$ cat src/hdl/prs2d_pkg.sv
// prs2d_pkg: widths, register indexes, shared types and the sine table
// for the point rotate/scale pipeline. No dependencies.
package prs2d_pkg;

  localparam int COORD_W    = 24;
  localparam int TRIG_W     = 16;
  localparam int TRIG_F     = TRIG_W - 1;
  localparam int SCALE_W    = 16;
  localparam int SCALE_FRAC = 8;
  localparam int ANGLE_W    = 9;
  localparam int CFG_IDX_W  = 3;
  localparam int CFG_DATA_W = COORD_W;

  // datapath widths, each just wide enough for the exact value
  localparam int DIFF_W     = COORD_W + 1;
  localparam int PROD_W     = TRIG_W + DIFF_W;
  localparam int SUM_W      = PROD_W + 1;
  localparam int SHR_W      = SUM_W - TRIG_F;
  localparam int ROT_W      = SHR_W + 1;
  localparam int ERR_W      = ROT_W + 1;
  localparam int SPROD_W    = ERR_W + SCALE_W;
  localparam int SSHR_W     = SPROD_W - SCALE_FRAC;
  localparam int OUT_FULL_W = SSHR_W + 1;

  // register indexes
  localparam logic [CFG_IDX_W-1:0] REG_ANGLE   = 3'd0;
  localparam logic [CFG_IDX_W-1:0] REG_SCALE   = 3'd1;
  localparam logic [CFG_IDX_W-1:0] REG_RC_X    = 3'd2;
  localparam logic [CFG_IDX_W-1:0] REG_RC_Y    = 3'd3;
  localparam logic [CFG_IDX_W-1:0] REG_SC_X    = 3'd4;
  localparam logic [CFG_IDX_W-1:0] REG_SC_Y    = 3'd5;

  localparam logic [SCALE_W-1:0] SCALE_ONE = SCALE_W'(1 << SCALE_FRAC);

  localparam logic [ANGLE_W-1:0] DEG_90  = ANGLE_W'(90);
  localparam logic [ANGLE_W-1:0] DEG_180 = ANGLE_W'(180);
  localparam logic [ANGLE_W-1:0] DEG_270 = ANGLE_W'(270);
  localparam logic [ANGLE_W-1:0] DEG_360 = ANGLE_W'(360);

  localparam logic signed [TRIG_W-1:0] TRIG_MAX = {1'b0, {TRIG_F{1'b1}}};

  localparam int SINE_N     = 91;
  localparam int SINE_IDX_W = $clog2(SINE_N);

  localparam logic [63:0] PI_Q32  = 64'h3_243F_6A89;
  localparam logic [63:0] ONE_Q30 = 64'd1 << 30;

  typedef logic [SINE_N-1:0][TRIG_F-1:0] sine_tab_t;

  typedef struct packed {
    logic signed [TRIG_W-1:0] sin_v;
    logic signed [TRIG_W-1:0] cos_v;
  } trig_t;

  typedef struct packed {
    logic signed [ROT_W-1:0] x;
    logic signed [ROT_W-1:0] y;
    logic                    last;
  } rot_pt_t;

  // sin(k deg) in Q30 by a Horner-form series, rounded to Q1.TRIG_F and
  // clamped below 1.0; evaluated at elaboration only
  function automatic logic [TRIG_F-1:0] sine_entry(input int unsigned k);
    logic [63:0] x;
    logic [63:0] x2;
    logic [63:0] t;
    logic [63:0] s;
    logic [63:0] m;
    logic [63:0] top;
    x  = (64'(k) * PI_Q32 + 64'd360) / 64'd720;
    x2 = (x * x + (64'd1 << 29)) >> 30;
    t  = ONE_Q30;
    t  = ONE_Q30 - ((x2 * t) >> 30) / 64'd210;
    t  = ONE_Q30 - ((x2 * t) >> 30) / 64'd156;
    t  = ONE_Q30 - ((x2 * t) >> 30) / 64'd110;
    t  = ONE_Q30 - ((x2 * t) >> 30) / 64'd72;
    t  = ONE_Q30 - ((x2 * t) >> 30) / 64'd42;
    t  = ONE_Q30 - ((x2 * t) >> 30) / 64'd20;
    t  = ONE_Q30 - ((x2 * t) >> 30) / 64'd6;
    s  = (x * t + (64'd1 << 29)) >> 30;
    m  = (s + (64'd1 << (29 - TRIG_F))) >> (30 - TRIG_F);
    top = (64'd1 << TRIG_F) - 64'd1;
    if (m > top) begin
      m = top;
    end
    return m[TRIG_F-1:0];
  endfunction

  function automatic sine_tab_t build_sine_tab();
    sine_tab_t tab;
    for (int unsigned k = 0; k < SINE_N; k++) begin
      tab[k] = sine_entry(k);
    end
    return tab;
  endfunction

  localparam sine_tab_t SINE_TAB = build_sine_tab();

endpackage

$ cat src/hdl/prs2d_rotate.sv
// prs2d_rotate: three-stage rotation about the rotation centre
// (difference, products, shift and re-centre). Depends on prs2d_pkg.
module prs2d_rotate (
  input  logic                                 clk_i,
  input  logic                                 rst_ni,
  input  logic                                 in_valid_i,
  output logic                                 in_ready_o,
  input  logic signed [prs2d_pkg::COORD_W-1:0] point_x_i,
  input  logic signed [prs2d_pkg::COORD_W-1:0] point_y_i,
  input  logic                                 last_point_i,
  input  logic signed [prs2d_pkg::COORD_W-1:0] rc_x_i,
  input  logic signed [prs2d_pkg::COORD_W-1:0] rc_y_i,
  input  prs2d_pkg::trig_t                     trig_i,
  output logic                                 out_valid_o,
  input  logic                                 down_ready_i,
  output prs2d_pkg::rot_pt_t                   pt_o
);

  logic v0_q, v1_q, v2_q;
  logic en0, en1, en2;

  logic signed [prs2d_pkg::DIFF_W-1:0] dx_q, dy_q;
  logic                                last0_q, last1_q;
  logic signed [prs2d_pkg::PROD_W-1:0] cdx_q, sdy_q, sdx_q, cdy_q;
  logic signed [prs2d_pkg::SUM_W-1:0]  sum_x, sum_y;
  prs2d_pkg::rot_pt_t                  pt_d, pt_q;

  assign en2 = !v2_q || down_ready_i;
  assign en1 = !v1_q || en2;
  assign en0 = !v0_q || en1;
  assign in_ready_o = en0;

  always_ff @(posedge clk_i or negedge rst_ni) begin
    if (!rst_ni) begin
      v0_q <= 1'b0;
      v1_q <= 1'b0;
      v2_q <= 1'b0;
    end else begin
      if (en0) v0_q <= in_valid_i;
      if (en1) v1_q <= v0_q;
      if (en2) v2_q <= v1_q;
    end
  end

  // stage 0: offset from the rotation centre
  always_ff @(posedge clk_i) begin
    if (en0 && in_valid_i) begin
      dx_q    <= prs2d_pkg::DIFF_W'(point_x_i) - prs2d_pkg::DIFF_W'(rc_x_i);
      dy_q    <= prs2d_pkg::DIFF_W'(point_y_i) - prs2d_pkg::DIFF_W'(rc_y_i);
      last0_q <= last_point_i;
    end
  end

  // stage 1: the four products
  always_ff @(posedge clk_i) begin
    if (en1 && v0_q) begin
      cdx_q   <= trig_i.cos_v * dx_q;
      sdy_q   <= trig_i.sin_v * dy_q;
      sdx_q   <= trig_i.sin_v * dx_q;
      cdy_q   <= trig_i.cos_v * dy_q;
      last1_q <= last0_q;
    end
  end

  // stage 2: sum, floor shift by the sine fraction, back to absolute position
  always_comb begin
    sum_x = prs2d_pkg::SUM_W'(cdx_q) - prs2d_pkg::SUM_W'(sdy_q);
    sum_y = prs2d_pkg::SUM_W'(sdx_q) + prs2d_pkg::SUM_W'(cdy_q);
    pt_d.x = prs2d_pkg::ROT_W'($signed(sum_x[prs2d_pkg::SUM_W-1:prs2d_pkg::TRIG_F]))
           + prs2d_pkg::ROT_W'(rc_x_i);
    pt_d.y = prs2d_pkg::ROT_W'($signed(sum_y[prs2d_pkg::SUM_W-1:prs2d_pkg::TRIG_F]))
           + prs2d_pkg::ROT_W'(rc_y_i);
    pt_d.last = last1_q;
  end

  always_ff @(posedge clk_i) begin
    if (en2 && v1_q) begin
      pt_q <= pt_d;
    end
  end

  assign out_valid_o = v2_q;
  assign pt_o        = pt_q;

  assert property (@(posedge clk_i) disable iff (!rst_ni)
    v2_q && !down_ready_i |=> v2_q && $stable(pt_q))
    else $error("rotated point lost while held");

endmodule

$ cat config.mk
export PLATFORM = sky130hd
export DESIGN_NAME = prs2d_rotate
export DESIGN_NICKNAME = d
export VERILOG_FILES = /design/src/hdl/prs2d_pkg.sv /design/src/hdl/prs2d_rotate.sv
export SDC_FILE = /design/constraint.sdc
export NUM_CORES = 2
export LEC_CHECK = 0
export ABC_AREA = 1
export CORE_ASPECT_RATIO = 1.1
export CORE_MARGIN = 8
export CORE_UTILIZATION = 55
export DETAILED_ROUTE_END_ITERATION = 10
export DONT_BUFFER_PORTS = 1
export GPL_TIMING_DRIVEN = 0
export PLACE_DENSITY = 0.76
export SLEW_MARGIN = 20
export SYNTH_ARGS = -nofsm -noshare
export SYNTH_HDL_FRONTEND = slang
export SYNTH_SLANG_ARGS = --single-unit
$ cat constraint.sdc
create_clock -name clk_i -period 16.3 [get_ports clk_i]
set_clock_uncertainty 0.2 [all_clocks]
set_input_delay 3.26 -clock clk_i [delete_from_list [all_inputs] [get_ports clk_i]]
set_output_delay 3.26 -clock clk_i [all_outputs]
set_load 0.05 [all_outputs]
# Word level (Yosys, flattened, before mapping)
# Cells that the tools add are included.
[totals] ff_bits=276 latchBits=0 ramBits=0 romBits=0 input_bits=133 out_inout_bits=59 word_cells=33 memories=0
[op_classes] addsub=6 multipliers=4 div_mod_pow=0 n_lt_le_gt_ge=0 eq_ne=0 n_shift=0 muxes=0 n_bitwise=0 reduce_logical=9
[op_table] cell="16-bit by 25-bit multiplier with 41-bit output" count=4
[op_table] cell="27-bit by 24-bit adder with 28-bit output" count=2
[op_table] cell="24-bit by 24-bit subtractor with 25-bit output" count=2
[op_table] cell="41-bit by 41-bit adder with 42-bit output" count=1
[op_table] cell="41-bit by 41-bit subtractor with 42-bit output" count=1
[op_table] cell="1-bit logical AND" count=3
[op_table] cell="1-bit zero test" count=3
[op_table] cell="1-bit logical OR" count=3

# Depth between registers and ports, before layout
[logic_depth] depth_word=5 mapped_depth=29

# Worst setup path after synthesis
# Ideal clock, no wire load.
[synth_timing] path_type="input -> register" from="input trig_i[4] in the netlist's numbering" to="register cdy_q[34] in the netlist's numbering (data pin)" setup_time_ns=0.252 t_arrival_ns=8.270 required_ns=15.848 slack_ns=7.578 cell_stages=20 path_cell_list="clkbuf_1 clkbuf_1 nand2_1 fa_1 inv_1 fa_1 inv_1 fa_1 fa_1 fa_1 fa_1 inv_1 ha_1 nand2_1 nor2_1 inv_1 nor3_1 nand3_1 nand3_1 nand2_1"
[synth_via] elab_chain_len=1
[synth_rtl] element="from (decl)" line="prs2d_rotate.sv:13" source="input prs2d_pkg::trig_t trig_i,"
[synth_rtl] element="16-bit by 25-bit multiplier with 41-bit output" line="prs2d_rotate.sv:60" source="cdy_q <= trig_i.cos_v * dy_q;"
[synth_rtl] element="to (signal assigned)" line="prs2d_rotate.sv:60"
[synth_rtl] element="to (decl)" line="prs2d_rotate.sv:24" source="logic signed [prs2d_pkg::PROD_W-1:0] cdx_q, sdy_q, sdx_q, cdy_q;"
# Every way passes these cells.
# A chain may end at the register's enable or synchronous reset.

# Worst setup path in the final report
[layout_timing] from="input trig_i[4] in the netlist's numbering" to="register cdy_q[36] in the netlist's numbering (data pin)"
# The elaborated chain is that of the path after synthesis.

==> qor.csv <==
metric,value,unit
insertion_delay,630,ps
slew-limit-headroom,9.72,%
path_common_cell,fa_1,
cp.required,16420,ps
ctsResizeCount,0,
final_cell_mix,"nand2_1 (3255), inv_1 (3209), fa_1 (1556)",
synth_ff_type,edfxtp_1,
clock_sinks,276,
fp.dieW,386,um
clockRootBuffer,clkbuf_16,
max_freq,99.0,MHz
worstPathArrival,10220,ps
synth_nets,13475,
timing.rr.start,dy_q[24]$_DFFE_PP_,
syn_avg_cell_area,7.39,um^2
hold_path_end,last1_q$_DFFE_PP_,
wl,336,mm
layout_min_cycle_time,10100,ps
firstDrtPassIters,9,
cts_hold_buf,0,
die_area,163000,um^2
dr.first_iter.drc_count,8352,
crit_chain,clkbuf_1 > clkbuf_1 > nand2_1 > fa_1 > inv_1 > fa_1 > inv_1 > fa_1 > fa_1 > inv_1 > fa_1 > fa_1 > ha_1 > nand2_1 > nor2_1 > nand2_1 > nor2_1 > nand3_1 > nand4_1 > nand2_1,
critPathTopFamily,adder cells,
synth_edf_count,273,
status,completed,
vias,74450,
synth.distinct_cells,45,
final_nets,13520,
worst_slew_pin_slew,1350,ps
die_height,423,um
place_congestion,1.08,
place_area,85500,um^2
worstHoldPathType,register to register,
rows,149,
r2r_slack,8370,ps
r2r-end,sdy_q[37]$_DFFE_PP_,
final_layout_size_suffix_gt1_share,1.80,%
syn2layout_area_growth,4.84,%
timing.setup.tns,0,ps
start_util,55.3,%
hold_depth,0,
grt_first_pass_wirelength,486,mm
viasPerCell,5.62,
criticalPathCategory,input pin to register,
grt_max_degree,84,
pre_cts_slack,5680,ps
ant_nets,0,
grtUsageTotal,41.0,%
finalCritPeriodShare,61.9,%
hpwl,290,mm
ff2ff_path_depth,19,
ys_seq_area_share,9.99,%
final_area,86800,um^2
synth_warnings,0,
final_common_cell,nand2_1,
first_global_vias,74749,
setup_ws,6200,ps
hold_path_startpoint,last0_q$_DFFE_PP_,
cap_violations,0,
finalSetupViolCount,0,
io_pins,192,
hold_viol_final,0,
grt-ovfl-total,0,
cts_tree,built,
coreArea,150000,um^2
postCtsSetupRepairBufs,0,
antenna_found_initial,28,
netlist_instances,11204,
grt_setup_unrepaired,no,
critical_path_buf_inv_count,5,
ys_ff_latch,276,
port_buffers,0,
crit_slowest_cell,clkbuf_1,
slew_violations,0,
cp_slowest_stage_delay,820,ps
path_max_fanout,10,
post-route-drc-count,0,
h-tree-depth,2,
syn_area,82800,um^2
clk_pin_slew,70,ps
worstSetupStartpointType,input pin,
crit_path_end_kind,register,
ctsLongestPathBuffers,3,
async_flop_share,1.09,%
cts_buffers,37,
wire_per_inst,25.4,um
## state kept, by name (all words and copies together), names as in the netlist
name,count
cdy_q,41
sdx_q,41
last0_q,1
sdy_q,41
cdx_q,41
pt_o,57
last1_q,1
out_valid_o,1
dx_q,25
dy_q,25
v0_q,1
v1_q,1
## Yosys cell counts (13+ instances only)
library cell	count	area, um^2
o21ai_0	168	841
nor4_1	16	100
nor3_1	28	140
nor2_1	604	2270
xor2_1	152	1330
nand3_1	328	1640
fa_1	1556	31100
inv_1	3211	12100
ha_1	582	7280
nand2_1	3255	12200
edfxtp_1	273	8200
xnor2_1	30	263
o21bai_1	57	428
a21o_1	22	165
a21oi_1	370	1850
buf_1	13	48.8
nand4_1	84	526
clkbuf_1	327	1230
## per-stage QoR
| step | util (%) | cells | hold slack, ps |
|---|---|---|---|
| 2_1_floorplan | - | 11204 | 200 |
| 3_3_place_gp | 57.0 | 13167 | 203 |
| 3_5_place_dp | 57.1 | 13173 | 212 |
| 4_1_cts | 58.0 | 13241 | 228 |
| 5_1_grt | 58.0 | 13248 | 234 |
| 6_report | 58.0 | 13255 | 229 |
## how the worst max path moves through the flow
stage / startpoint / endpoint / slack, ps / cells past startpoint
5_1_grt: trig_i[4] / cdy_q[34]$_DFFE_PP_ / 6120 / 20
3_5_place_dp: trig_i[1] / cdy_q[36]$_DFFE_PP_ / 5680 / 20
4_1_cts: trig_i[1] / cdy_q[36]$_DFFE_PP_ / 6300 / 20
2_1_floorplan: trig_i[4] / cdy_q[34]$_DFFE_PP_ / 7580 / 20
6_report: trig_i[4] / cdy_q[36]$_DFFE_PP_ / 6200 / 20
3_3_place_gp: trig_i[15] / cdx_q[31]$_DFFE_PP_ / 5650 / 21
## routing by layer
metal	GRT usage (%)	vias up	wire length, um
met5	0	-	57
met1	52.3	36541	126000
met3	13.2	1099	42400
li1	-	32543	-
met2	60.5	4257	141000
met4	25.3	10	26700
## cell families (layout without fill, tap and decap cells)
kind of cell	after synthesis	after routing	share of synthesized area (%)
fa+ha+maj	2138	2138	46.4
simple gates	4385	4385	21.1
compound gates	672	672	4.51
xor+xnor	182	182	1.92
other cells	0	14	0
flops	276	276	9.99
buf+inv	3551	3625	16.1
## final cells by class
class | instances | area, um^2
plain buffers | 340 | 1350
flip-flops and latches | 276 | 8270
clock buffers | 42 | 997
diodes | 14 | 35.0
repair buffers | 6 | 129
fillers | 14154 | 62900
inverters | 3211 | 12100
multi-input cells | 7377 | 61200
well taps | 1963 | 2460
clock inverters | 26 | 294
Power is not shown: default switching activity piles up to over one toggle a cycle in this logic, so the estimate is an artifact.
