`src/hdl/prs2d_pkg.sv`:
```
// prs2d_pkg: widths, register indexes, shared types and the sine table
// for the point rotate/scale pipeline. No dependencies.
package prs2d_pkg;

  localparam int COORD_W    = 24;
  localparam int TRIG_W     = 16;
  localparam int TRIG_F     = TRIG_W - 1;
  localparam int SCALE_W    = 16;
  localparam int SCALE_FRAC = 8;
  localparam int ANGLE_W    = 9;
  localparam int CFG_IDX_W  = 3;
  localparam int CFG_DATA_W = COORD_W;

  // datapath widths, each just wide enough for the exact value
  localparam int DIFF_W     = COORD_W + 1;
  localparam int PROD_W     = TRIG_W + DIFF_W;
  localparam int SUM_W      = PROD_W + 1;
  localparam int SHR_W      = SUM_W - TRIG_F;
  localparam int ROT_W      = SHR_W + 1;
  localparam int ERR_W      = ROT_W + 1;
  localparam int SPROD_W    = ERR_W + SCALE_W;
  localparam int SSHR_W     = SPROD_W - SCALE_FRAC;
  localparam int OUT_FULL_W = SSHR_W + 1;

  // register indexes
  localparam logic [CFG_IDX_W-1:0] REG_ANGLE   = 3'd0;
  localparam logic [CFG_IDX_W-1:0] REG_SCALE   = 3'd1;
  localparam logic [CFG_IDX_W-1:0] REG_RC_X    = 3'd2;
  localparam logic [CFG_IDX_W-1:0] REG_RC_Y    = 3'd3;
  localparam logic [CFG_IDX_W-1:0] REG_SC_X    = 3'd4;
  localparam logic [CFG_IDX_W-1:0] REG_SC_Y    = 3'd5;

  localparam logic [SCALE_W-1:0] SCALE_ONE = SCALE_W'(1 << SCALE_FRAC);

  localparam logic [ANGLE_W-1:0] DEG_90  = ANGLE_W'(90);
  localparam logic [ANGLE_W-1:0] DEG_180 = ANGLE_W'(180);
  localparam logic [ANGLE_W-1:0] DEG_270 = ANGLE_W'(270);
  localparam logic [ANGLE_W-1:0] DEG_360 = ANGLE_W'(360);

  localparam logic signed [TRIG_W-1:0] TRIG_MAX = {1'b0, {TRIG_F{1'b1}}};

  localparam int SINE_N     = 91;
  localparam int SINE_IDX_W = $clog2(SINE_N);

  localparam logic [63:0] PI_Q32  = 64'h3_243F_6A89;
  localparam logic [63:0] ONE_Q30 = 64'd1 << 30;

  typedef logic [SINE_N-1:0][TRIG_F-1:0] sine_tab_t;

  typedef struct packed {
    logic signed [TRIG_W-1:0] sin_v;
    logic signed [TRIG_W-1:0] cos_v;
  } trig_t;

  typedef struct packed {
    logic signed [ROT_W-1:0] x;
    logic signed [ROT_W-1:0] y;
    logic                    last;
  } rot_pt_t;

  // sin(k deg) in Q30 by a Horner-form series, rounded to Q1.TRIG_F and
  // clamped below 1.0; evaluated at elaboration only
  function automatic logic [TRIG_F-1:0] sine_entry(input int unsigned k);
    logic [63:0] x;
    logic [63:0] x2;
    logic [63:0] t;
    logic [63:0] s;
    logic [63:0] m;
    logic [63:0] top;
    x  = (64'(k) * PI_Q32 + 64'd360) / 64'd720;
    x2 = (x * x + (64'd1 << 29)) >> 30;
    t  = ONE_Q30;
    t  = ONE_Q30 - ((x2 * t) >> 30) / 64'd210;
    t  = ONE_Q30 - ((x2 * t) >> 30) / 64'd156;
    t  = ONE_Q30 - ((x2 * t) >> 30) / 64'd110;
    t  = ONE_Q30 - ((x2 * t) >> 30) / 64'd72;
    t  = ONE_Q30 - ((x2 * t) >> 30) / 64'd42;
    t  = ONE_Q30 - ((x2 * t) >> 30) / 64'd20;
    t  = ONE_Q30 - ((x2 * t) >> 30) / 64'd6;
    s  = (x * t + (64'd1 << 29)) >> 30;
    m  = (s + (64'd1 << (29 - TRIG_F))) >> (30 - TRIG_F);
    top = (64'd1 << TRIG_F) - 64'd1;
    if (m > top) begin
      m = top;
    end
    return m[TRIG_F-1:0];
  endfunction

  function automatic sine_tab_t build_sine_tab();
    sine_tab_t tab;
    for (int unsigned k = 0; k < SINE_N; k++) begin
      tab[k] = sine_entry(k);
    end
    return tab;
  endfunction

  localparam sine_tab_t SINE_TAB = build_sine_tab();

endpackage

```
`src/hdl/prs2d_scale.sv`:
```
// prs2d_scale: three-stage scaling about the scaling centre with final
// saturation; its last stage is the output register. Depends on prs2d_pkg.
module prs2d_scale (
  input  logic                                 clk_i,
  input  logic                                 rst_ni,
  input  logic                                 in_valid_i,
  output logic                                 in_ready_o,
  input  prs2d_pkg::rot_pt_t                   pt_i,
  input  logic signed [prs2d_pkg::SCALE_W-1:0] scale_i,
  input  logic signed [prs2d_pkg::COORD_W-1:0] sc_x_i,
  input  logic signed [prs2d_pkg::COORD_W-1:0] sc_y_i,
  output logic                                 out_valid_o,
  input  logic                                 down_ready_i,
  output logic signed [prs2d_pkg::COORD_W-1:0] out_x_o,
  output logic signed [prs2d_pkg::COORD_W-1:0] out_y_o,
  output logic                                 out_last_o
);

  localparam logic signed [prs2d_pkg::COORD_W-1:0] CMAX =
    {1'b0, {(prs2d_pkg::COORD_W-1){1'b1}}};
  localparam logic signed [prs2d_pkg::COORD_W-1:0] CMIN =
    {1'b1, {(prs2d_pkg::COORD_W-1){1'b0}}};

  function automatic logic signed [prs2d_pkg::COORD_W-1:0] sat(
    input logic signed [prs2d_pkg::OUT_FULL_W-1:0] v
  );
    if (v > prs2d_pkg::OUT_FULL_W'(CMAX)) begin
      return CMAX;
    end else if (v < prs2d_pkg::OUT_FULL_W'(CMIN)) begin
      return CMIN;
    end
    return v[prs2d_pkg::COORD_W-1:0];
  endfunction

  logic v0_q, v1_q, v2_q;
  logic en0, en1, en2;

  logic signed [prs2d_pkg::ERR_W-1:0]      ex_q, ey_q;
  logic signed [prs2d_pkg::SPROD_W-1:0]    px_q, py_q;
  logic                                    last0_q, last1_q, last2_q;
  logic signed [prs2d_pkg::OUT_FULL_W-1:0] full_x, full_y;
  logic signed [prs2d_pkg::COORD_W-1:0]    ox_q, oy_q;

  assign en2 = !v2_q || down_ready_i;
  assign en1 = !v1_q || en2;
  assign en0 = !v0_q || en1;
  assign in_ready_o = en0;

  always_ff @(posedge clk_i or negedge rst_ni) begin
    if (!rst_ni) begin
      v0_q <= 1'b0;
      v1_q <= 1'b0;
      v2_q <= 1'b0;
    end else begin
      if (en0) v0_q <= in_valid_i;
      if (en1) v1_q <= v0_q;
      if (en2) v2_q <= v1_q;
    end
  end

  // stage 0: offset from the scaling centre
  always_ff @(posedge clk_i) begin
    if (en0 && in_valid_i) begin
      ex_q    <= prs2d_pkg::ERR_W'(pt_i.x) - prs2d_pkg::ERR_W'(sc_x_i);
      ey_q    <= prs2d_pkg::ERR_W'(pt_i.y) - prs2d_pkg::ERR_W'(sc_y_i);
      last0_q <= pt_i.last;
    end
  end

  // stage 1: multiply by the Q8.8 factor
  always_ff @(posedge clk_i) begin
    if (en1 && v0_q) begin
      px_q    <= ex_q * scale_i;
      py_q    <= ey_q * scale_i;
      last1_q <= last0_q;
    end
  end

  // stage 2: floor shift, re-centre, clamp
  always_comb begin
    full_x = prs2d_pkg::OUT_FULL_W'(
               $signed(px_q[prs2d_pkg::SPROD_W-1:prs2d_pkg::SCALE_FRAC]))
           + prs2d_pkg::OUT_FULL_W'(sc_x_i);
    full_y = prs2d_pkg::OUT_FULL_W'(
               $signed(py_q[prs2d_pkg::SPROD_W-1:prs2d_pkg::SCALE_FRAC]))
           + prs2d_pkg::OUT_FULL_W'(sc_y_i);
  end

  always_ff @(posedge clk_i) begin
    if (en2 && v1_q) begin
      ox_q    <= sat(full_x);
      oy_q    <= sat(full_y);
      last2_q <= last1_q;
    end
  end

  assign out_valid_o = v2_q;
  assign out_x_o     = ox_q;
  assign out_y_o     = oy_q;
  assign out_last_o  = last2_q;

  assert property (@(posedge clk_i) disable iff (!rst_ni)
    !in_ready_o |-> v0_q && v1_q && v2_q)
    else $error("scale pipeline refuses requests with a bubble inside");

endmodule

```
`config.mk`:
```
export PLATFORM = sky130hd
export DESIGN_NAME = prs2d_scale
export DESIGN_NICKNAME = d
export VERILOG_FILES = /design/src/hdl/prs2d_pkg.sv /design/src/hdl/prs2d_scale.sv
export SDC_FILE = /design/constraint.sdc
export NUM_CORES = 2
export LEC_CHECK = 0
export BUFFER_PORTS_ARGS = -buffer_cell sky130_fd_sc_hd__buf_4
export CAP_MARGIN = 20
export CORE_ASPECT_RATIO = 0.5
export CORE_MARGIN = 2
export CORE_UTILIZATION = 40
export CTS_CLUSTER_SIZE = 30
export DETAILED_ROUTE_END_ITERATION = 6
export HOLD_SLACK_MARGIN = 0.02
export PLACE_DENSITY = 0.68
export REMOVE_ABC_BUFFERS = 1
export SYNTH_ARGS = -nofsm -noshare
export SYNTH_HDL_FRONTEND = slang
export SYNTH_SLANG_ARGS = --single-unit
```
`constraint.sdc`:
```
create_clock -name clk_i -period 11.9 [get_ports clk_i]
set_input_delay 2.38 -clock clk_i [delete_from_list [all_inputs] [get_ports clk_i]]
set_output_delay 2.38 -clock clk_i [all_outputs]
set_load 0.01 [all_outputs]
```
Word-level counts from Yosys, hierarchy flattened
Index checks and enable logic that the tools add are counted.
Widths: inputs -> output; s select.

word-level totals
  logic and storage cells = 43
  input port bits = 125
  flip-flop bits (word level) = 202
  output and inout bits = 51

operators by class
  add/sub/neg operators = 4
  $mul = 2
  muxes and demuxes = 12
  $lt $le $gt $ge = 4
  reduce and logical (&&, ||, !) cells = 9

operators by type and width
  kind                  count
  $mux 24               6
  $mul 29x16->45        2
  $add 37x24->38        2
  $gt 38x24->1 const B  2
  $lt 38x24->1 const B  2
  $sub 28x24->29        2
  $mux 1                6
  $logic_and 1x1->1     3
  $logic_not 1->1       3
  $logic_or 1x1->1      3

Logic depth before layout (Yosys ltp)
  depth after elaboration = 6
  gate-level depth with buffers = 27
  depth with buffers taken out = 26

Worst setup path before layout
Ideal clock, no wire load.

  kind = input -> register
  start point = input port scale_i[1] (netlist name)
  end point = register px_q[44] (netlist name), data pin
  library setup time = 266 ps
  setup slack = 2,998 ps
  data arrival time = 8,636 ps
  stages = 23
  data required time = 11,634 ps
  cell sequence = clkbuf_1 > clkbuf_1 > nand2_1 > fa_1 > fa_1 > fa_1 > inv_1 > fa_1 > fa_1 > inv_1 > fa_1 > inv_1 > ha_1 > a21o_1 > or2_2 > a32oi_1 > o21ai_0 > a211oi_1 > o21ai_0 > o31a_1 > a221o_1 > o41ai_1 > xnor2_1

between the ends
  longest elaborated chain between the ends = 1

RTL lines
  item                  RTL line           source
  from (decl)           prs2d_scale.sv:9   input logic signed [prs2d_pkg::SCALE_W-1:0] scale_i,
  $mul 29x16->45        prs2d_scale.sv:73  px_q <= ex_q * scale_i;
  to (signal assigned)  prs2d_scale.sv:73
  to (decl)             prs2d_scale.sv:39  logic signed [prs2d_pkg::SPROD_W-1:0] px_q, py_q;

Every way passes these cells.
A chain may end at the register's enable or synchronous reset.

Worst setup path after layout
  start point = input port scale_i[1] (netlist name)
  end point = register py_q[44] (netlist name), data pin

between the ends
  longest elaborated chain between the ends = 1

RTL lines
  item                  RTL line           source
  $mul 29x16->45        prs2d_scale.sv:74  py_q <= ey_q * scale_i;
  to (signal assigned)  prs2d_scale.sv:74
  to (decl)             prs2d_scale.sv:39

Every way passes these cells.

==> results.txt <==
TritonCTS built the clock tree. The run gives 9690 ps as the data arrival time of the critical path. The H-tree was split into 4 levels.

Dominant synthesized flop cell: sky130_fd_sc_hd__edfxtp_1. The worst register-to-register path ends at py_q[44]$_DFFE_PP_. The worst hold path begins at last0_q$_DFFE_PP_. The shortest clock period the worst path allows after layout is 9450 ps.

For the distinct cell type count after synthesis, the log shows 78. The routed wire length on met3 came out at 6.00 mm. The tools report the number of remaining DRC errors as 1. The tools report the via count of the first global-routing pass as 34784. The clock insertion delay at the later pin of the skew report is 520 ps, and the total global routing track utilization is 0.202. The critical path is of the in2reg type. Once the clock tree was built, the resizer swapped 0 gates to a different size.

After floorplanning, the core was divided into 86 placement rows. Post-CTS timing repair inserted 0 buffers for setup. The number of search-and-repair iterations in the first detailed-routing pass was 7. The share of flip-flops with an asynchronous set or reset after synthesis works out to 0.0161. Adding up every negative setup slack in the final design gives 0 ps. The pin count of the biggest net entering global routing was 64.

Setup repair after global routing left no endpoint under its margin. The detailed route wirelength on metal2 was 53.3 mm. The area of the mapped netlist came out at 0.0441 mm². The clock transition at the registers of the reported paths came out at 80 ps. The classification of the worst-slack hold path was reg2reg. The wire-length estimate of the detail-placed layout is 87.3 mm.

The run finished, with violations left. Synthesis produced 4794 cells. The run gives 0 as the total of endpoints with negative setup slack in the final report. The tools report the sort of element at the start of the critical path as an input port. The first global-routing pass estimated 181 mm of wire. The clock net in this run drives a total of 186 sinks. The fraction of synthesized cell area taken by the top area cell type was 0.404. The height of the chip came out at 239 µm.

Post-detailed-routing wire length: 110 mm. At the pin with the least slew margin, the transition time is 978 ps. The final clock period utilization by the worst path came out at 0.794. The most frequent cell on the critical path was sky130_fd_sc_hd__fa_1.

The tools report the achievable frequency as 0.106 GHz. After clock tree synthesis, the flow added hold-fix buffers numbering 0. The maximum clock skew at final layout is 25.7 ps, and the number of nets in the final layout is 6181. The detail route stage leaves a number of antenna-violating nets equal to 0. Highest signal layer in the routed design: met4. Share of the yosys chip area belonging to registers: 0.126. In this run, CTS created clock tree buffers numbering 17. Traced cell by cell, the critical path runs through buf_4 -> nand2_1 -> fa_1 -> fa_1 -> fa_1 -> fa_1 -> inv_1 -> fa_1 -> inv_1 -> fa_1 -> inv_1 -> ha_1 -> a21o_1 -> a21oi_1 -> o21ai_0 -> a211oi_1 -> a211oi_1 -> a21oi_1 -> buf_4 -> o211ai_1 -> nand2_1 -> o311ai_0 -> a21oi_1 -> xnor2_1. For the detailed-route wire length on metal 1, the log shows 45.5 mm.

Master of the slowest instance on the critical path: sky130_fd_sc_hd__buf_4. The total cell area at the placement stage was 0.0467 mm². After synthesis the netlist holds a flip-flop and latch count of 186. The tools report the root buffer selected by CTS as sky130_fd_sc_hd__clkbuf_16. The maximum fanout encountered on the critical timing path is 58.

From left edge to right edge, the die measures 473 µm. The logs give 0.910 for the placer congestion estimate and 2 for the maximum number of buffers from clock root to sink. The synthesized design contains 183 enable-type register cells.

In this design, the stage delay of the slowest critical-path cell is 640 ps. Ranked by total cell area, the synthesized netlist is headed by sky130_fd_sc_hd__fa_1 40%, sky130_fd_sc_hd__edfxtp_1 12%, sky130_fd_sc_hd__ha_1 9.6%. The number of vias per cell was 5.16.

For the worst reg-to-reg setup slack, the log shows 4080 ps. Global routing finished with a remaining overflow of 0. From synthesis to final layout, the design area changed by 7.25%. The worst hold path passes through 0 cells.

The final reports fail on design-rule violations. Summed area of non-filler cells in the final layout: 0.0473 mm². STA classifies the critical path endpoint as a flip-flop. The total die area is 0.113 mm², and the post-detailed-route wirelength per cell is 17.4 µm. The number of cells on the worst reg-to-reg path is 23. The run gives 2242 as the count of routing violations after the opening detailed-route iteration. In this run the critical register-to-register path is launched from ey_q[10]$_DFFE_PP_.

The routed layout has 32468 vias. The tool flagged a number of max-cap violations equal to 0. Number of placed I/O pins: 176. The core region is 0.110 mm².

For the worst setup path, the data required time is 12150 ps. The largest area contributor in the synthesized netlist was sky130_fd_sc_hd__fa_1. The remaining max-slew budget at the tightest pin was 0.348; the initial antenna violation count was 3.

The fraction of final layout cells with drive strength greater than 1 is 0.0521. The logs give 0 for the number of failing hold endpoints at the final stage and 0 for the number of warnings printed during yosys synthesis. For hold timing, the worst endpoint is last1_q$_DFFE_PP_. The max-slew violation count came out at 0. Averaged over all synthesized cells, the footprint is 9.20 µm². The run gives 0.402 as the effective utilization at floorplan.

The number of buffers inserted by port buffering was 175.
-- worst max-delay path by stage --
stage | end | start | cells after the start | slack (ps)
after floorplan | px_q[44]$_DFFE_PP_ | scale_i[15] | 20 | 3030
after CTS | py_q[44]$_DFFE_PP_ | scale_i[1] | 24 | 2590
after global routing | py_q[44]$_DFFE_PP_ | scale_i[1] | 24 | 2030
final | py_q[44]$_DFFE_PP_ | scale_i[1] | 24 | 2450
after detailed placement | py_q[44]$_DFFE_PP_ | scale_i[1] | 24 | 2080
after global placement | py_q[44]$_DFFE_PP_ | scale_i[1] | 24 | 2110
-- cell usage after synthesis (6+ instances only) --
cell                       count
sky130_fd_sc_hd__and2_1      377
sky130_fd_sc_hd__ha_1        340
sky130_fd_sc_hd__clkbuf_1    164
sky130_fd_sc_hd__inv_1      1112
sky130_fd_sc_hd__nor2_1      185
sky130_fd_sc_hd__o21a_1       31
sky130_fd_sc_hd__a21oi_1     165
sky130_fd_sc_hd__a211oi_1     17
sky130_fd_sc_hd__edfxtp_1    183
sky130_fd_sc_hd__nand3_1      43
sky130_fd_sc_hd__fa_1        890
sky130_fd_sc_hd__o21ai_0      98
sky130_fd_sc_hd__nand4_1      19
sky130_fd_sc_hd__a21boi_0      7
sky130_fd_sc_hd__nand2b_1     31
sky130_fd_sc_hd__a31o_2        7
sky130_fd_sc_hd__a31oi_1      22
sky130_fd_sc_hd__o21ai_1      19
sky130_fd_sc_hd__nand2_1     611
sky130_fd_sc_hd__or2_2         6
sky130_fd_sc_hd__or3_1         6
sky130_fd_sc_hd__a221oi_1      6
sky130_fd_sc_hd__a21o_1       60
sky130_fd_sc_hd__o211ai_1     10
sky130_fd_sc_hd__nor2b_1      25
sky130_fd_sc_hd__o31ai_1       7
sky130_fd_sc_hd__xor2_1       53
sky130_fd_sc_hd__xnor2_1     132
sky130_fd_sc_hd__nor3_1       41
sky130_fd_sc_hd__o21bai_1     17
sky130_fd_sc_hd__and3_1       16
-- cell type report --
cell class	instances	area, µm²
inverter	1112	4170
clock buffer	17	425
timing repair buffer	188	1430
fill	10506	62400
clock inverter	15	186
sequential	186	5570
tap	1452	1820
antenna	4	10.0
multi-input combinational	3321	33700
-- worst max-delay path, delay by kind of cell --
family / cells / cell delay [ps]
and+or+nand+nor: 2 / 370
buffers and inverters: 5 / 1020
xor gates and xnor gates: 1 / 150
AOI/OAI and AO/OA: 9 / 2340
adders and majority gates: 7 / 3420
-- logic make-up (layout without fill, tap and decap cells) --
kind of cell               count (synthesis)  after routing  synth area share
AOI/OAI and AO/OA                        524            524            0.0765
xor gates and xnor gates                 185            185            0.0368
adders and majority gates               1230           1230             0.501
buffers and inverters                   1287           1332             0.110
DFF                                      186            186             0.126
muxes                                      2              2          0.000454
other                                      0              4                 0
and+or+nand+nor                         1380           1380             0.149
-- state kept, by name (all words and copies together), names as in the netlist --
name,flops
v0_q,1
last0_q,1
last1_q,1
v1_q,1
ex_q,29
out_last_o,1
out_x_o,24
px_q,37
py_q,37
out_y_o,24
out_valid_o,1
ey_q,29
-- layer usage --
layer,GRT usage,vias up
met3,0.0262,179
met1,0.262,16660
li1,-,14649
met2,0.340,980
met4,0.0839,0
met5,0,-
-- metrics by stage --
step	worst slack [ps]	utilization	hold slack (ps)	std cells
final	2450	0.431	425	6295
after global routing	2030	0.431	429	6294
after CTS	2590	0.431	425	6291
after detailed placement	2080	0.426	405	6259
after global placement	2110	0.425	405	6258
after floorplan	3030	-	400	4619
-- cells in the final DEF (no fill, tap or decap), types with 41 or more instances in the layout --
| cell | n |
|---|---|
| sky130_fd_sc_hd__fa_1 | 890 |
| sky130_fd_sc_hd__inv_1 | 1112 |
| sky130_fd_sc_hd__a21oi_1 | 165 |
| sky130_fd_sc_hd__nand2_1 | 611 |
| sky130_fd_sc_hd__buf_4 | 187 |
| sky130_fd_sc_hd__xnor2_1 | 132 |
| sky130_fd_sc_hd__ha_1 | 340 |
| sky130_fd_sc_hd__edfxtp_1 | 183 |
| sky130_fd_sc_hd__nor3_1 | 41 |
| sky130_fd_sc_hd__xor2_1 | 53 |
| sky130_fd_sc_hd__and2_1 | 374 |
| sky130_fd_sc_hd__o21ai_0 | 98 |
| sky130_fd_sc_hd__nand3_1 | 43 |
| sky130_fd_sc_hd__a21o_1 | 60 |
| sky130_fd_sc_hd__nor2_1 | 185 |
Power is not shown: default switching activity piles up to over one toggle a cycle in this logic, so the estimate is an artifact.
