$ cat config.mk
export PLATFORM = sky130hd
export DESIGN_NAME = prs2d_trig
export DESIGN_NICKNAME = d
export VERILOG_FILES = /design/src/hdl/prs2d_pkg.sv /design/src/hdl/prs2d_trig.sv
export SDC_FILE = /design/constraint.sdc
export NUM_CORES = 1
export LEC_CHECK = 0
export BUFFER_PORTS_ARGS = -buffer_cell sky130_fd_sc_hd__buf_2
export CAP_MARGIN = 20
export CELL_PAD_IN_SITES_DETAIL_PLACEMENT = 1
export CELL_PAD_IN_SITES_GLOBAL_PLACEMENT = 2
export CORE_MARGIN = 3
export CORE_UTILIZATION = 23
export DETAILED_ROUTE_END_ITERATION = 8
export PLACE_DENSITY_LB_ADDON = 0.1
export RECOVER_POWER = 100
export SLEW_MARGIN = 40
export SYNTH_ARGS = -nofsm -noshare
export SYNTH_HDL_FRONTEND = slang
export SYNTH_SLANG_ARGS = --single-unit
$ cat constraint.sdc
create_clock -name clk_i -period 0.8 [get_ports clk_i]
set_input_delay 0.12 -clock clk_i [delete_from_list [all_inputs] [get_ports clk_i]]
set_output_delay 0.12 -clock clk_i [all_outputs]
set_load 0.005 [all_outputs]
$ cat src/hdl/prs2d_pkg.sv
// prs2d_pkg: widths, register indexes, shared types and the sine table
// for the point rotate/scale pipeline. No dependencies.
package prs2d_pkg;

  localparam int COORD_W    = 24;
  localparam int TRIG_W     = 16;
  localparam int TRIG_F     = TRIG_W - 1;
  localparam int SCALE_W    = 16;
  localparam int SCALE_FRAC = 8;
  localparam int ANGLE_W    = 9;
  localparam int CFG_IDX_W  = 3;
  localparam int CFG_DATA_W = COORD_W;

  // datapath widths, each just wide enough for the exact value
  localparam int DIFF_W     = COORD_W + 1;
  localparam int PROD_W     = TRIG_W + DIFF_W;
  localparam int SUM_W      = PROD_W + 1;
  localparam int SHR_W      = SUM_W - TRIG_F;
  localparam int ROT_W      = SHR_W + 1;
  localparam int ERR_W      = ROT_W + 1;
  localparam int SPROD_W    = ERR_W + SCALE_W;
  localparam int SSHR_W     = SPROD_W - SCALE_FRAC;
  localparam int OUT_FULL_W = SSHR_W + 1;

  // register indexes
  localparam logic [CFG_IDX_W-1:0] REG_ANGLE   = 3'd0;
  localparam logic [CFG_IDX_W-1:0] REG_SCALE   = 3'd1;
  localparam logic [CFG_IDX_W-1:0] REG_RC_X    = 3'd2;
  localparam logic [CFG_IDX_W-1:0] REG_RC_Y    = 3'd3;
  localparam logic [CFG_IDX_W-1:0] REG_SC_X    = 3'd4;
  localparam logic [CFG_IDX_W-1:0] REG_SC_Y    = 3'd5;

  localparam logic [SCALE_W-1:0] SCALE_ONE = SCALE_W'(1 << SCALE_FRAC);

  localparam logic [ANGLE_W-1:0] DEG_90  = ANGLE_W'(90);
  localparam logic [ANGLE_W-1:0] DEG_180 = ANGLE_W'(180);
  localparam logic [ANGLE_W-1:0] DEG_270 = ANGLE_W'(270);
  localparam logic [ANGLE_W-1:0] DEG_360 = ANGLE_W'(360);

  localparam logic signed [TRIG_W-1:0] TRIG_MAX = {1'b0, {TRIG_F{1'b1}}};

  localparam int SINE_N     = 91;
  localparam int SINE_IDX_W = $clog2(SINE_N);

  localparam logic [63:0] PI_Q32  = 64'h3_243F_6A89;
  localparam logic [63:0] ONE_Q30 = 64'd1 << 30;

  typedef logic [SINE_N-1:0][TRIG_F-1:0] sine_tab_t;

  typedef struct packed {
    logic signed [TRIG_W-1:0] sin_v;
    logic signed [TRIG_W-1:0] cos_v;
  } trig_t;

  typedef struct packed {
    logic signed [ROT_W-1:0] x;
    logic signed [ROT_W-1:0] y;
    logic                    last;
  } rot_pt_t;

  // sin(k deg) in Q30 by a Horner-form series, rounded to Q1.TRIG_F and
  // clamped below 1.0; evaluated at elaboration only
  function automatic logic [TRIG_F-1:0] sine_entry(input int unsigned k);
    logic [63:0] x;
    logic [63:0] x2;
    logic [63:0] t;
    logic [63:0] s;
    logic [63:0] m;
    logic [63:0] top;
    x  = (64'(k) * PI_Q32 + 64'd360) / 64'd720;
    x2 = (x * x + (64'd1 << 29)) >> 30;
    t  = ONE_Q30;
    t  = ONE_Q30 - ((x2 * t) >> 30) / 64'd210;
    t  = ONE_Q30 - ((x2 * t) >> 30) / 64'd156;
    t  = ONE_Q30 - ((x2 * t) >> 30) / 64'd110;
    t  = ONE_Q30 - ((x2 * t) >> 30) / 64'd72;
    t  = ONE_Q30 - ((x2 * t) >> 30) / 64'd42;
    t  = ONE_Q30 - ((x2 * t) >> 30) / 64'd20;
    t  = ONE_Q30 - ((x2 * t) >> 30) / 64'd6;
    s  = (x * t + (64'd1 << 29)) >> 30;
    m  = (s + (64'd1 << (29 - TRIG_F))) >> (30 - TRIG_F);
    top = (64'd1 << TRIG_F) - 64'd1;
    if (m > top) begin
      m = top;
    end
    return m[TRIG_F-1:0];
  endfunction

  function automatic sine_tab_t build_sine_tab();
    sine_tab_t tab;
    for (int unsigned k = 0; k < SINE_N; k++) begin
      tab[k] = sine_entry(k);
    end
    return tab;
  endfunction

  localparam sine_tab_t SINE_TAB = build_sine_tab();

endpackage

$ cat src/hdl/prs2d_trig.sv
// prs2d_trig: turns the configured angle into registered sine and cosine
// in Q1.15 using the first-quadrant table. Depends on prs2d_pkg.
module prs2d_trig (
  input  logic                            clk_i,
  input  logic                            rst_ni,
  input  logic [prs2d_pkg::ANGLE_W-1:0]   angle_i,
  output prs2d_pkg::trig_t                trig_o
);

  function automatic logic signed [prs2d_pkg::TRIG_W-1:0] sine_deg(
    input logic [prs2d_pkg::ANGLE_W-1:0] a
  );
    logic [prs2d_pkg::ANGLE_W-1:0]    k9;
    logic                             neg;
    logic signed [prs2d_pkg::TRIG_W-1:0] mag;
    if (a <= prs2d_pkg::DEG_90) begin
      k9  = a;
      neg = 1'b0;
    end else if (a <= prs2d_pkg::DEG_180) begin
      k9  = prs2d_pkg::DEG_180 - a;
      neg = 1'b0;
    end else if (a <= prs2d_pkg::DEG_270) begin
      k9  = a - prs2d_pkg::DEG_180;
      neg = 1'b1;
    end else begin
      k9  = prs2d_pkg::DEG_360 - a;
      neg = 1'b1;
    end
    mag = {1'b0, prs2d_pkg::SINE_TAB[k9[prs2d_pkg::SINE_IDX_W-1:0]]};
    return neg ? -mag : mag;
  endfunction

  logic [prs2d_pkg::ANGLE_W-1:0] ang_a;
  logic [prs2d_pkg::ANGLE_W-1:0] ang_b;
  logic [prs2d_pkg::ANGLE_W-1:0] ang_b_raw;
  prs2d_pkg::trig_t              trig_d;
  prs2d_pkg::trig_t              trig_q;

  // fold angles 360..511 once, then cos(a) = sin(a + 90)
  always_comb begin
    ang_a     = (angle_i >= prs2d_pkg::DEG_360) ? angle_i - prs2d_pkg::DEG_360 : angle_i;
    ang_b_raw = ang_a + prs2d_pkg::DEG_90;
    ang_b     = (ang_b_raw >= prs2d_pkg::DEG_360) ? ang_b_raw - prs2d_pkg::DEG_360
                                                  : ang_b_raw;
    trig_d.sin_v = sine_deg(ang_a);
    trig_d.cos_v = sine_deg(ang_b);
  end

  always_ff @(posedge clk_i or negedge rst_ni) begin
    if (!rst_ni) begin
      trig_q.sin_v <= '0;
      trig_q.cos_v <= prs2d_pkg::TRIG_MAX;
    end else begin
      trig_q <= trig_d;
    end
  end

  assign trig_o = trig_q;

  assert property (@(posedge clk_i) disable iff (!rst_ni)
    $past(angle_i) == '0 |-> trig_q.sin_v == '0 && trig_q.cos_v == prs2d_pkg::TRIG_MAX)
    else $error("zero angle does not give unit rotation");

  assert property (@(posedge clk_i) disable iff (!rst_ni)
    trig_q.cos_v == prs2d_pkg::TRIG_MAX |-> trig_q.sin_v == '0)
    else $error("full cosine with non-zero sine");

endmodule

# Yosys cells after proc, flatten, opt, wreduce, memory -nomap -nowiden
# Memory sizes are Yosys's and may differ from the RTL's.
# Cells that the tools add are included.
# totals
regBits	32
romBits	3840
input_bits	11
out_inout_bits	32
wordCells	41
mem_count	2
# classes
n_addsub	11
order_cmp	10
n_mux	16
# mem_list
name	depth	word_bits	read_ports	rd_ports_with_merged_regs	wr	line	rtl
(no name shown)	128	15	1	0	0	prs2d_trig.sv:29	mag = {1'b0, prs2d_pkg::SINE_TAB[k9[prs2d_pkg::SINE_IDX_W-1:0]]};
(no name shown)	128	15	1	0	0	prs2d_trig.sv:29	
# op_table
operator	count
$mux 7	6
$mux 16	2
$neg 15->16	2
$mux 15	2
$ge 9x9->1 const B	2
$le 9x7->1 const B	2
$le 9x8->1 const B	2
$le 9x9->1 const B	2
$mux 9	2
$sub 9x9->9 const B	2
$lt 7x8->1 const B	2
$sub 6x7->7 const A	2
$sub 7x6->7 const B	2
$sub 7x7->7 const A	2
$add 9x7->9 const B	1
$mux 1	4

# Depth between registers and ports, before layout
# Gate-level depths: netlist of run 1.
# depth
ltp_word	13
ltp_mapped	37
depth_no_buf	33

# Worst setup path before layout of run 1
# OpenSTA, ideal clock, no wires.
# synth_timing
kind	input-to-reg
from	in angle_i[3] in the netlist's numbering
to	reg trig_q (netlist bit trig_o[12])
setup_time_ns	0.075
arrival_ns	7.190
t_required_ns	0.725
path_slack_ns	-6.465
cell_stages	36
path_cell_list	clkbuf_1 inv_1 ha_1 and3b_1 o21a_1 clkbuf_1 o21a_1 buf_2 ha_1 and2_1 clkbuf_1 nor2_1 o21ai_1 nand2_1 a21oi_1 ha_1 o41ai_4 o21ai_2 a2111oi_0 o311ai_0 nand3_1 o22a_1 and2_1 clkbuf_1 ha_1 inv_1 nor3_1 or3_1 a221oi_1 nor2_1 or2_2 inv_1 ha_1 nand2_1 o41ai_1 xor2_1
# synth_rtl
element	line	rtl
from (decl)	prs2d_trig.sv:6	input logic [prs2d_pkg::ANGLE_W-1:0] angle_i,
to (signal assigned)	prs2d_trig.sv:54	trig_q <= trig_d;
to (decl)	prs2d_trig.sv:37	prs2d_pkg::trig_t trig_q;

==> impl_metrics.ini, run 1 <==
[setup_path]
crit_type = input pin to flip-flop
endpoint_kind = flip-flop
worstPathArrival_ps = 6080
crit_path_start_kind = input pin
worstPathRequired_ps = 1000
critPathMaxFanout = 6

[global_route]
grt_util_met3 = 0.0191
antenna_found_initial = 0
grt_use_met2 = 0.381
grt_pass1_wl_um = 64500
grt_max_degree = 35
overflow = 0
met1_usage = 0.313
grt_pass1_vias = 11014
grt.total_usage = 0.226
grt-busiest-layer = met2

[status]
violations = negative setup slack
status = complete, but fails checks

[drt]
initialDrtViolationCount = 623
vias = 10846
drc = 0
finalWirelength_um = 41800
drtPass1Iterations = 5
wl_per_cell_um = 21.0
ant_nets = 0
vias_per_cell = 5.46

[sta]
min_period_over_period = 7.34
clock.fmax_mhz = 170
relSlewSlack = 0.623
report.final.slew_viol_count = 0
worstMarginPinSlew_ps = 566
worst_slack_ps = -5080
setup_viol = 64
rsz0062_at_grt = true
setup_tns_ps = -149230
hold_violations = 0
min_period_ps = 5880

[synth]
postSynthAreaPerCell_sq_um = 7.01
synth_enable_flop_cells = 0
synth_top_cell_by_area = ha_1
syn_area_sq_um = 7610
synth_cell_types = 104
synth_ff_type = dfrtp_1
ys_seq_elements = 32
yosysWarnings = 0
yosys-top-cells-area = ha_1, a21oi_1, nand2_1, dfrtp_1, dfstp_2
netlist_instances = 1086
synthArstFlopShare = 1.00
yosysSeqAreaShare = 0.108
mappedNetlistNets = 1137
synth.top_cell.area_share = 0.0641

[cts]
cts_tree = done
clk_pin_slew_ps = 50
cts_inserted_buffers = 5
h-tree-depth = 2
cts.sinks = 32
cts-root-buf = clkbuf_16
clock_tree.buffer_depth = 2

[finish]
synthToLayoutAreaGrowth_pct = 76.8
n_antenna_cell = 0
final_nets = 1601
drive_gt1_frac = 0.509
largest_reg_flops = 32

[run]
drv_cap = 0

[floorplanning]
die_w_um = 188
rows = 65
dieArea_sq_um = 35300
start_util = 0.237
design.core.area_sq_um = 32100
die_h_um = 188
ios = 43

[placed_design]
pre_cts_ws_ps = -5560
numPortBuffers = 42
gp_congestion = 0.912
dp_hpwl_um = 33200

[hold_path]
hold_path_class = input pin to async pin

[pwr]
p_leak_nw = 5.60
vdd_drop_max_v = 0.00150
p_per_area_nw_per_um2 = 3520
## cells in the mapped netlist, drive strengths merged (8+ instances only)
| cell type | count |
|---|---|
| a221oi | 10 |
| or2 | 12 |
| nor3 | 31 |
| o31ai | 15 |
| o21ai | 84 |
| or3 | 13 |
| o21a | 15 |
| mux2i | 9 |
| o2111ai | 10 |
| a31oi | 27 |
| nand2 | 119 |
| nand3 | 45 |
| o211ai | 42 |
| inv | 30 |
| a21oi | 90 |
| clkbuf | 55 |
| a2111oi | 12 |
| ha | 39 |
| o311ai | 16 |
| a21boi | 8 |
| buf | 36 |
| xor2 | 11 |
| o32ai | 10 |
| a211oi | 23 |
| dfstp | 15 |
| xnor2 | 33 |
| nor4 | 12 |
| dfrtp | 17 |
| nand4 | 13 |
| nor2 | 95 |
## power by group
group	internal (mW)	total (mW)	switching (mW)
Sequential	2.80	3.00	0.195
Combinational	20.1	42.5	22.3
Clock	1.32	1.94	0.618
## worst max-delay path by stage
stage | slack [ps] | start | end | depth (start not counted)
floorplan | -5390 | angle_i[3] | trig_o[12] | 33
global placement | -5480 | angle_i[4] | trig_o[12] | 29
detailed placement | -5560 | angle_i[4] | trig_o[12] | 31
CTS | -4870 | angle_i[4] | trig_o[14] | 31
global route | -5360 | angle_i[4] | trig_o[14] | 30
finish | -5080 | angle_i[4] | trig_o[14] | 25
## logic make-up after synthesis
logic type                 count (synthesis)  synth area share
xor gates and xnor gates                  44            0.0526
and+or+nand+nor                          371             0.236
buffers and inverters                    122            0.0682
adders and majority gates                 40            0.0667
DFF                                       32             0.108
muxes                                     18            0.0330
AOI/OAI and AO/OA                        459             0.436
## metrics by stage
step           cell area, sq um  total power [mW]  cells  hold WS [ps]  utilization
6_report                  13500              47.4   1986           408        0.419
2_1_floorplan              8090              21.6   1086          -176            -
4_1_cts                   13100              45.2   1975           328        0.407
3_3_place_gp              12000              38.7   1936          82.3        0.373
3_5_place_dp              12000              39.1   1936          88.5        0.373
5_1_grt                   13500              50.5   1986           442        0.419
## cell usage in the layout, fill, tap and decap left out, types with 7 or more instances in the layout
| cell | n |
|---|---|
| o21ai_2 | 12 |
| a21oi_2 | 10 |
| ha_1 | 26 |
| inv_2 | 7 |
| o21a_1 | 13 |
| xor2_1 | 11 |
| o21ai_1 | 9 |
| buf_2 | 36 |
| o211ai_1 | 41 |
| nand2_1 | 113 |
| dfrtp_1 | 17 |
| o311ai_0 | 8 |
| o21ai_0 | 59 |
| mux2i_1 | 7 |
| xnor2_2 | 8 |
| buf_12 | 13 |
| a21oi_1 | 78 |
| nor3_1 | 19 |
| xnor2_1 | 24 |
| buf_6 | 26 |
| dfstp_2 | 15 |
| nand4_1 | 12 |
| o31ai_1 | 7 |
| a31oi_1 | 24 |
| a211oi_1 | 16 |
| nor2_1 | 80 |
| buf_4 | 469 |
| inv_1 | 18 |
| nor2_2 | 10 |
| nand3_1 | 37 |
| ha_4 | 9 |
| or3_1 | 8 |
| o2111ai_1 | 7 |
## per-layer routing
metal / vias up / wire (um)
met5: - / 0
met4: 0 / 941
met3: 58 / 1770
met2: 289 / 19600
met1: 5355 / 19500
li1: 5144 / -
## worst max-delay path, cell delays in order
cell and delay (ps):
buf_8 110, or4_4 540, buf_4 160, or3_4 390
a21boi_4 220, nor2_2 110, o41ai_4 580, nor2_1 190
o21ai_2 210, buf_4 150, a21oi_2 60, o31a_1 380
buf_4 170, a221o_1 390, nor3_4 270, inv_4 110
ha_4 290, nor3_4 130, a41oi_2 70, o221a_2 320
a211oi_4 300, nand4_4 210, buf_12 200, o41ai_4 220
xnor2_1 160
## final cells by class
class / count / area (sq um)
Timing Repair Buffer: 548 / 4310
Multi-Input combinational cell: 932 / 7490
Inverter: 31 / 138
Clock buffer: 8 / 156
Fill cell: 3898 / 18700
Sequential cell: 32 / 820
Tap cell: 435 / 544
## timing repair
item	in CTS	in global routing
resized for setup	148	66
hold buffers	1	0
setup buffers	32	12
pin swaps	62	46
setup endpoints to repair	64	64
endpoints found under the hold margin	17	0
No activity file was read; power rests on OpenSTA's default activity.
==> run 2: changes to the inputs <==
--- a/config.mk
+++ b/config.mk
@@ -10,7 +10,7 @@
 export CELL_PAD_IN_SITES_DETAIL_PLACEMENT = 1
 export CELL_PAD_IN_SITES_GLOBAL_PLACEMENT = 2
 export CORE_MARGIN = 3
-export CORE_UTILIZATION = 23
+export CORE_UTILIZATION = 33
 export DETAILED_ROUTE_END_ITERATION = 8
 export PLACE_DENSITY_LB_ADDON = 0.1
 export RECOVER_POWER = 100
==> run 2 against run 1 <==
  * The run still ends with negative setup slack left
  * Global-route usage up 13 points
  * Count of clock-buffer cells in the layout decreased by 2
  * Non-clock buffer count rose by 80
  * Clock power about the same
  * Die area decreased by 29%
  * First-iteration DRC count grew 110%
  * Critical path depth grew 8
  * Largest cell class unchanged
  * Highest routed layer unchanged
==> impl_metrics.ini, run 2 (synthesis gave the netlist of run 1 again) <==
[floorplanning]
die_w_um = 158
rows = 54
die_h_um = 158
dieArea_sq_um = 24900
ios = 43
design.core.area_sq_um = 22200
start_util = 0.343

[sta]
report.final.slew_viol_count = 0
hold_violations = 0
clock.fmax_mhz = 161
min_period_ps = 6200
min_period_over_period = 7.75
worstMarginPinSlew_ps = 639
relSlewSlack = 0.569
setup_viol = 64
worst_slack_ps = -5400
rsz0062_at_grt = true

[drt]
vias = 12732
finalWirelength_um = 54000
ant_nets = 0
wl_per_cell_um = 28.2
drtPass1Iterations = 5
vias_per_cell = 6.66
initialDrtViolationCount = 1320
drc = 0

[cts]
h-tree-depth = 2
clk_pin_slew_ps = 50
clock_tree.buffer_depth = 2
cts_inserted_buffers = 5
cts.sinks = 32
cts_tree = done
cts-root-buf = clkbuf_16

[placed_design]
pre_cts_ws_ps = -5540
dp_hpwl_um = 30700
numPortBuffers = 42
gp_congestion = 0.995

[finish]
final_common_cell = buf_4
final_nets = 1682
synthToLayoutAreaGrowth_pct = 91.7
layout_common_cells = buf_4, nand2_1, nor2_1
fillCellCount = 2566
largest_reg_flops = 32
drive_gt1_frac = 0.578
register_area_sq_um = 820
final_util = 0.657
n_antenna_cell = 0
multiInputGateArea_sq_um = 8070

[hold_path]
hold_path_class = input pin to async pin

[setup_path]
crit_type = input pin to flip-flop
crit_top_cell = buf_4
slowest_stage = or4_4
crit_path_start_kind = input pin
crit_family = compound AO/OA/AOI/OAI gates
critPathMaxFanout = 6
critPathBufInv = 8
slowest_delay_ps = 560
endpoint_kind = flip-flop
worstPathRequired_ps = 990
worstPathArrival_ps = 6390

[global_route]
overflow = 0
grt_pass1_vias = 12702
antenna_found_initial = 0
grt_pass1_wl_um = 71700
grt.total_usage = 0.360
grt_max_degree = 35

[pwr]
vdd_drop_max_v = 0.00185
power_mw = 53.5
p_leak_nw = 6.14
p_per_area_nw_per_um2 = 3670

[status]
violations = negative setup slack
status = complete, but fails checks

[run]
drv_cap = 0
run 2: cell types whose count changed in the layout (fill, tap and decap cells not counted), sizes merged:
cell / change
buf: +78
clkinv: +2
bufbuf: +1
clkbuf: -1
clkinvlp: +1
run 2: area by class of cell:
cell class                 instances  share of cell area
inverter                          31              0.0100
multi-input combinational        932               0.553
timing repair inverter             1            0.000514
tap                              280              0.0240
timing repair buffer             628               0.346
clock buffer                       6             0.00951
sequential                        32              0.0561
clock inverter                     2            0.000686
run 2: metal layers:
layer | vias up | track usage | part of all wire
met5 | - | 0 | 0
met4 | 0 | 0.131 | 0.067
met3 | 323 | 0.0465 | 0.076
met2 | 863 | 0.637 | 0.48
met1 | 6244 | 0.448 | 0.38
li1 | 5302 | - | -
run 2: worst max-delay path by stage:
stage                    start         end  depth (start not counted)
CTS                 angle_i[3]  trig_o[12]                         31
floorplan           angle_i[3]  trig_o[12]                         33
detailed placement  angle_i[4]  trig_o[12]                         32
finish              angle_i[2]  trig_o[14]                         33
global route        angle_i[2]  trig_o[14]                         35
global placement    angle_i[4]  trig_o[12]                         31
run 2: power by group:
group          total [mW]  switching (mW)  internal [mW]
registers            3.13           0.310           2.82
logic                48.5            26.2           22.3
clock network        1.91           0.683           1.22
total                53.5            27.2           26.3
run 2: through the flow:
| step | area (sq um) | instances | hold WS, ps | setup TNS (ps) |
|---|---|---|---|---|
| finish | 14600 | 1912 | 266 | -157920 |
| global route | 14600 | 1912 | 281 | -166260 |
| CTS | 13500 | 1867 | 233 | -144790 |
| detailed placement | 11600 | 1771 | -12.6 | -160500 |
| global placement | 11600 | 1771 | -19.2 | -155900 |
| floorplan | 8090 | 1086 | -176 | -154120 |
run 2: timing repair:
| item | in CTS | in global routing |
|---|---|---|
| cloned | 1 | 1 |
| buffers inserted | 94 | 49 |
| setup endpoints to repair | 64 | 79 |
| hold buffers | 1 | 0 |
| pin swaps | 115 | 77 |
| hold endpoints to repair | 17 | 0 |
| resized for setup | 242 | 155 |
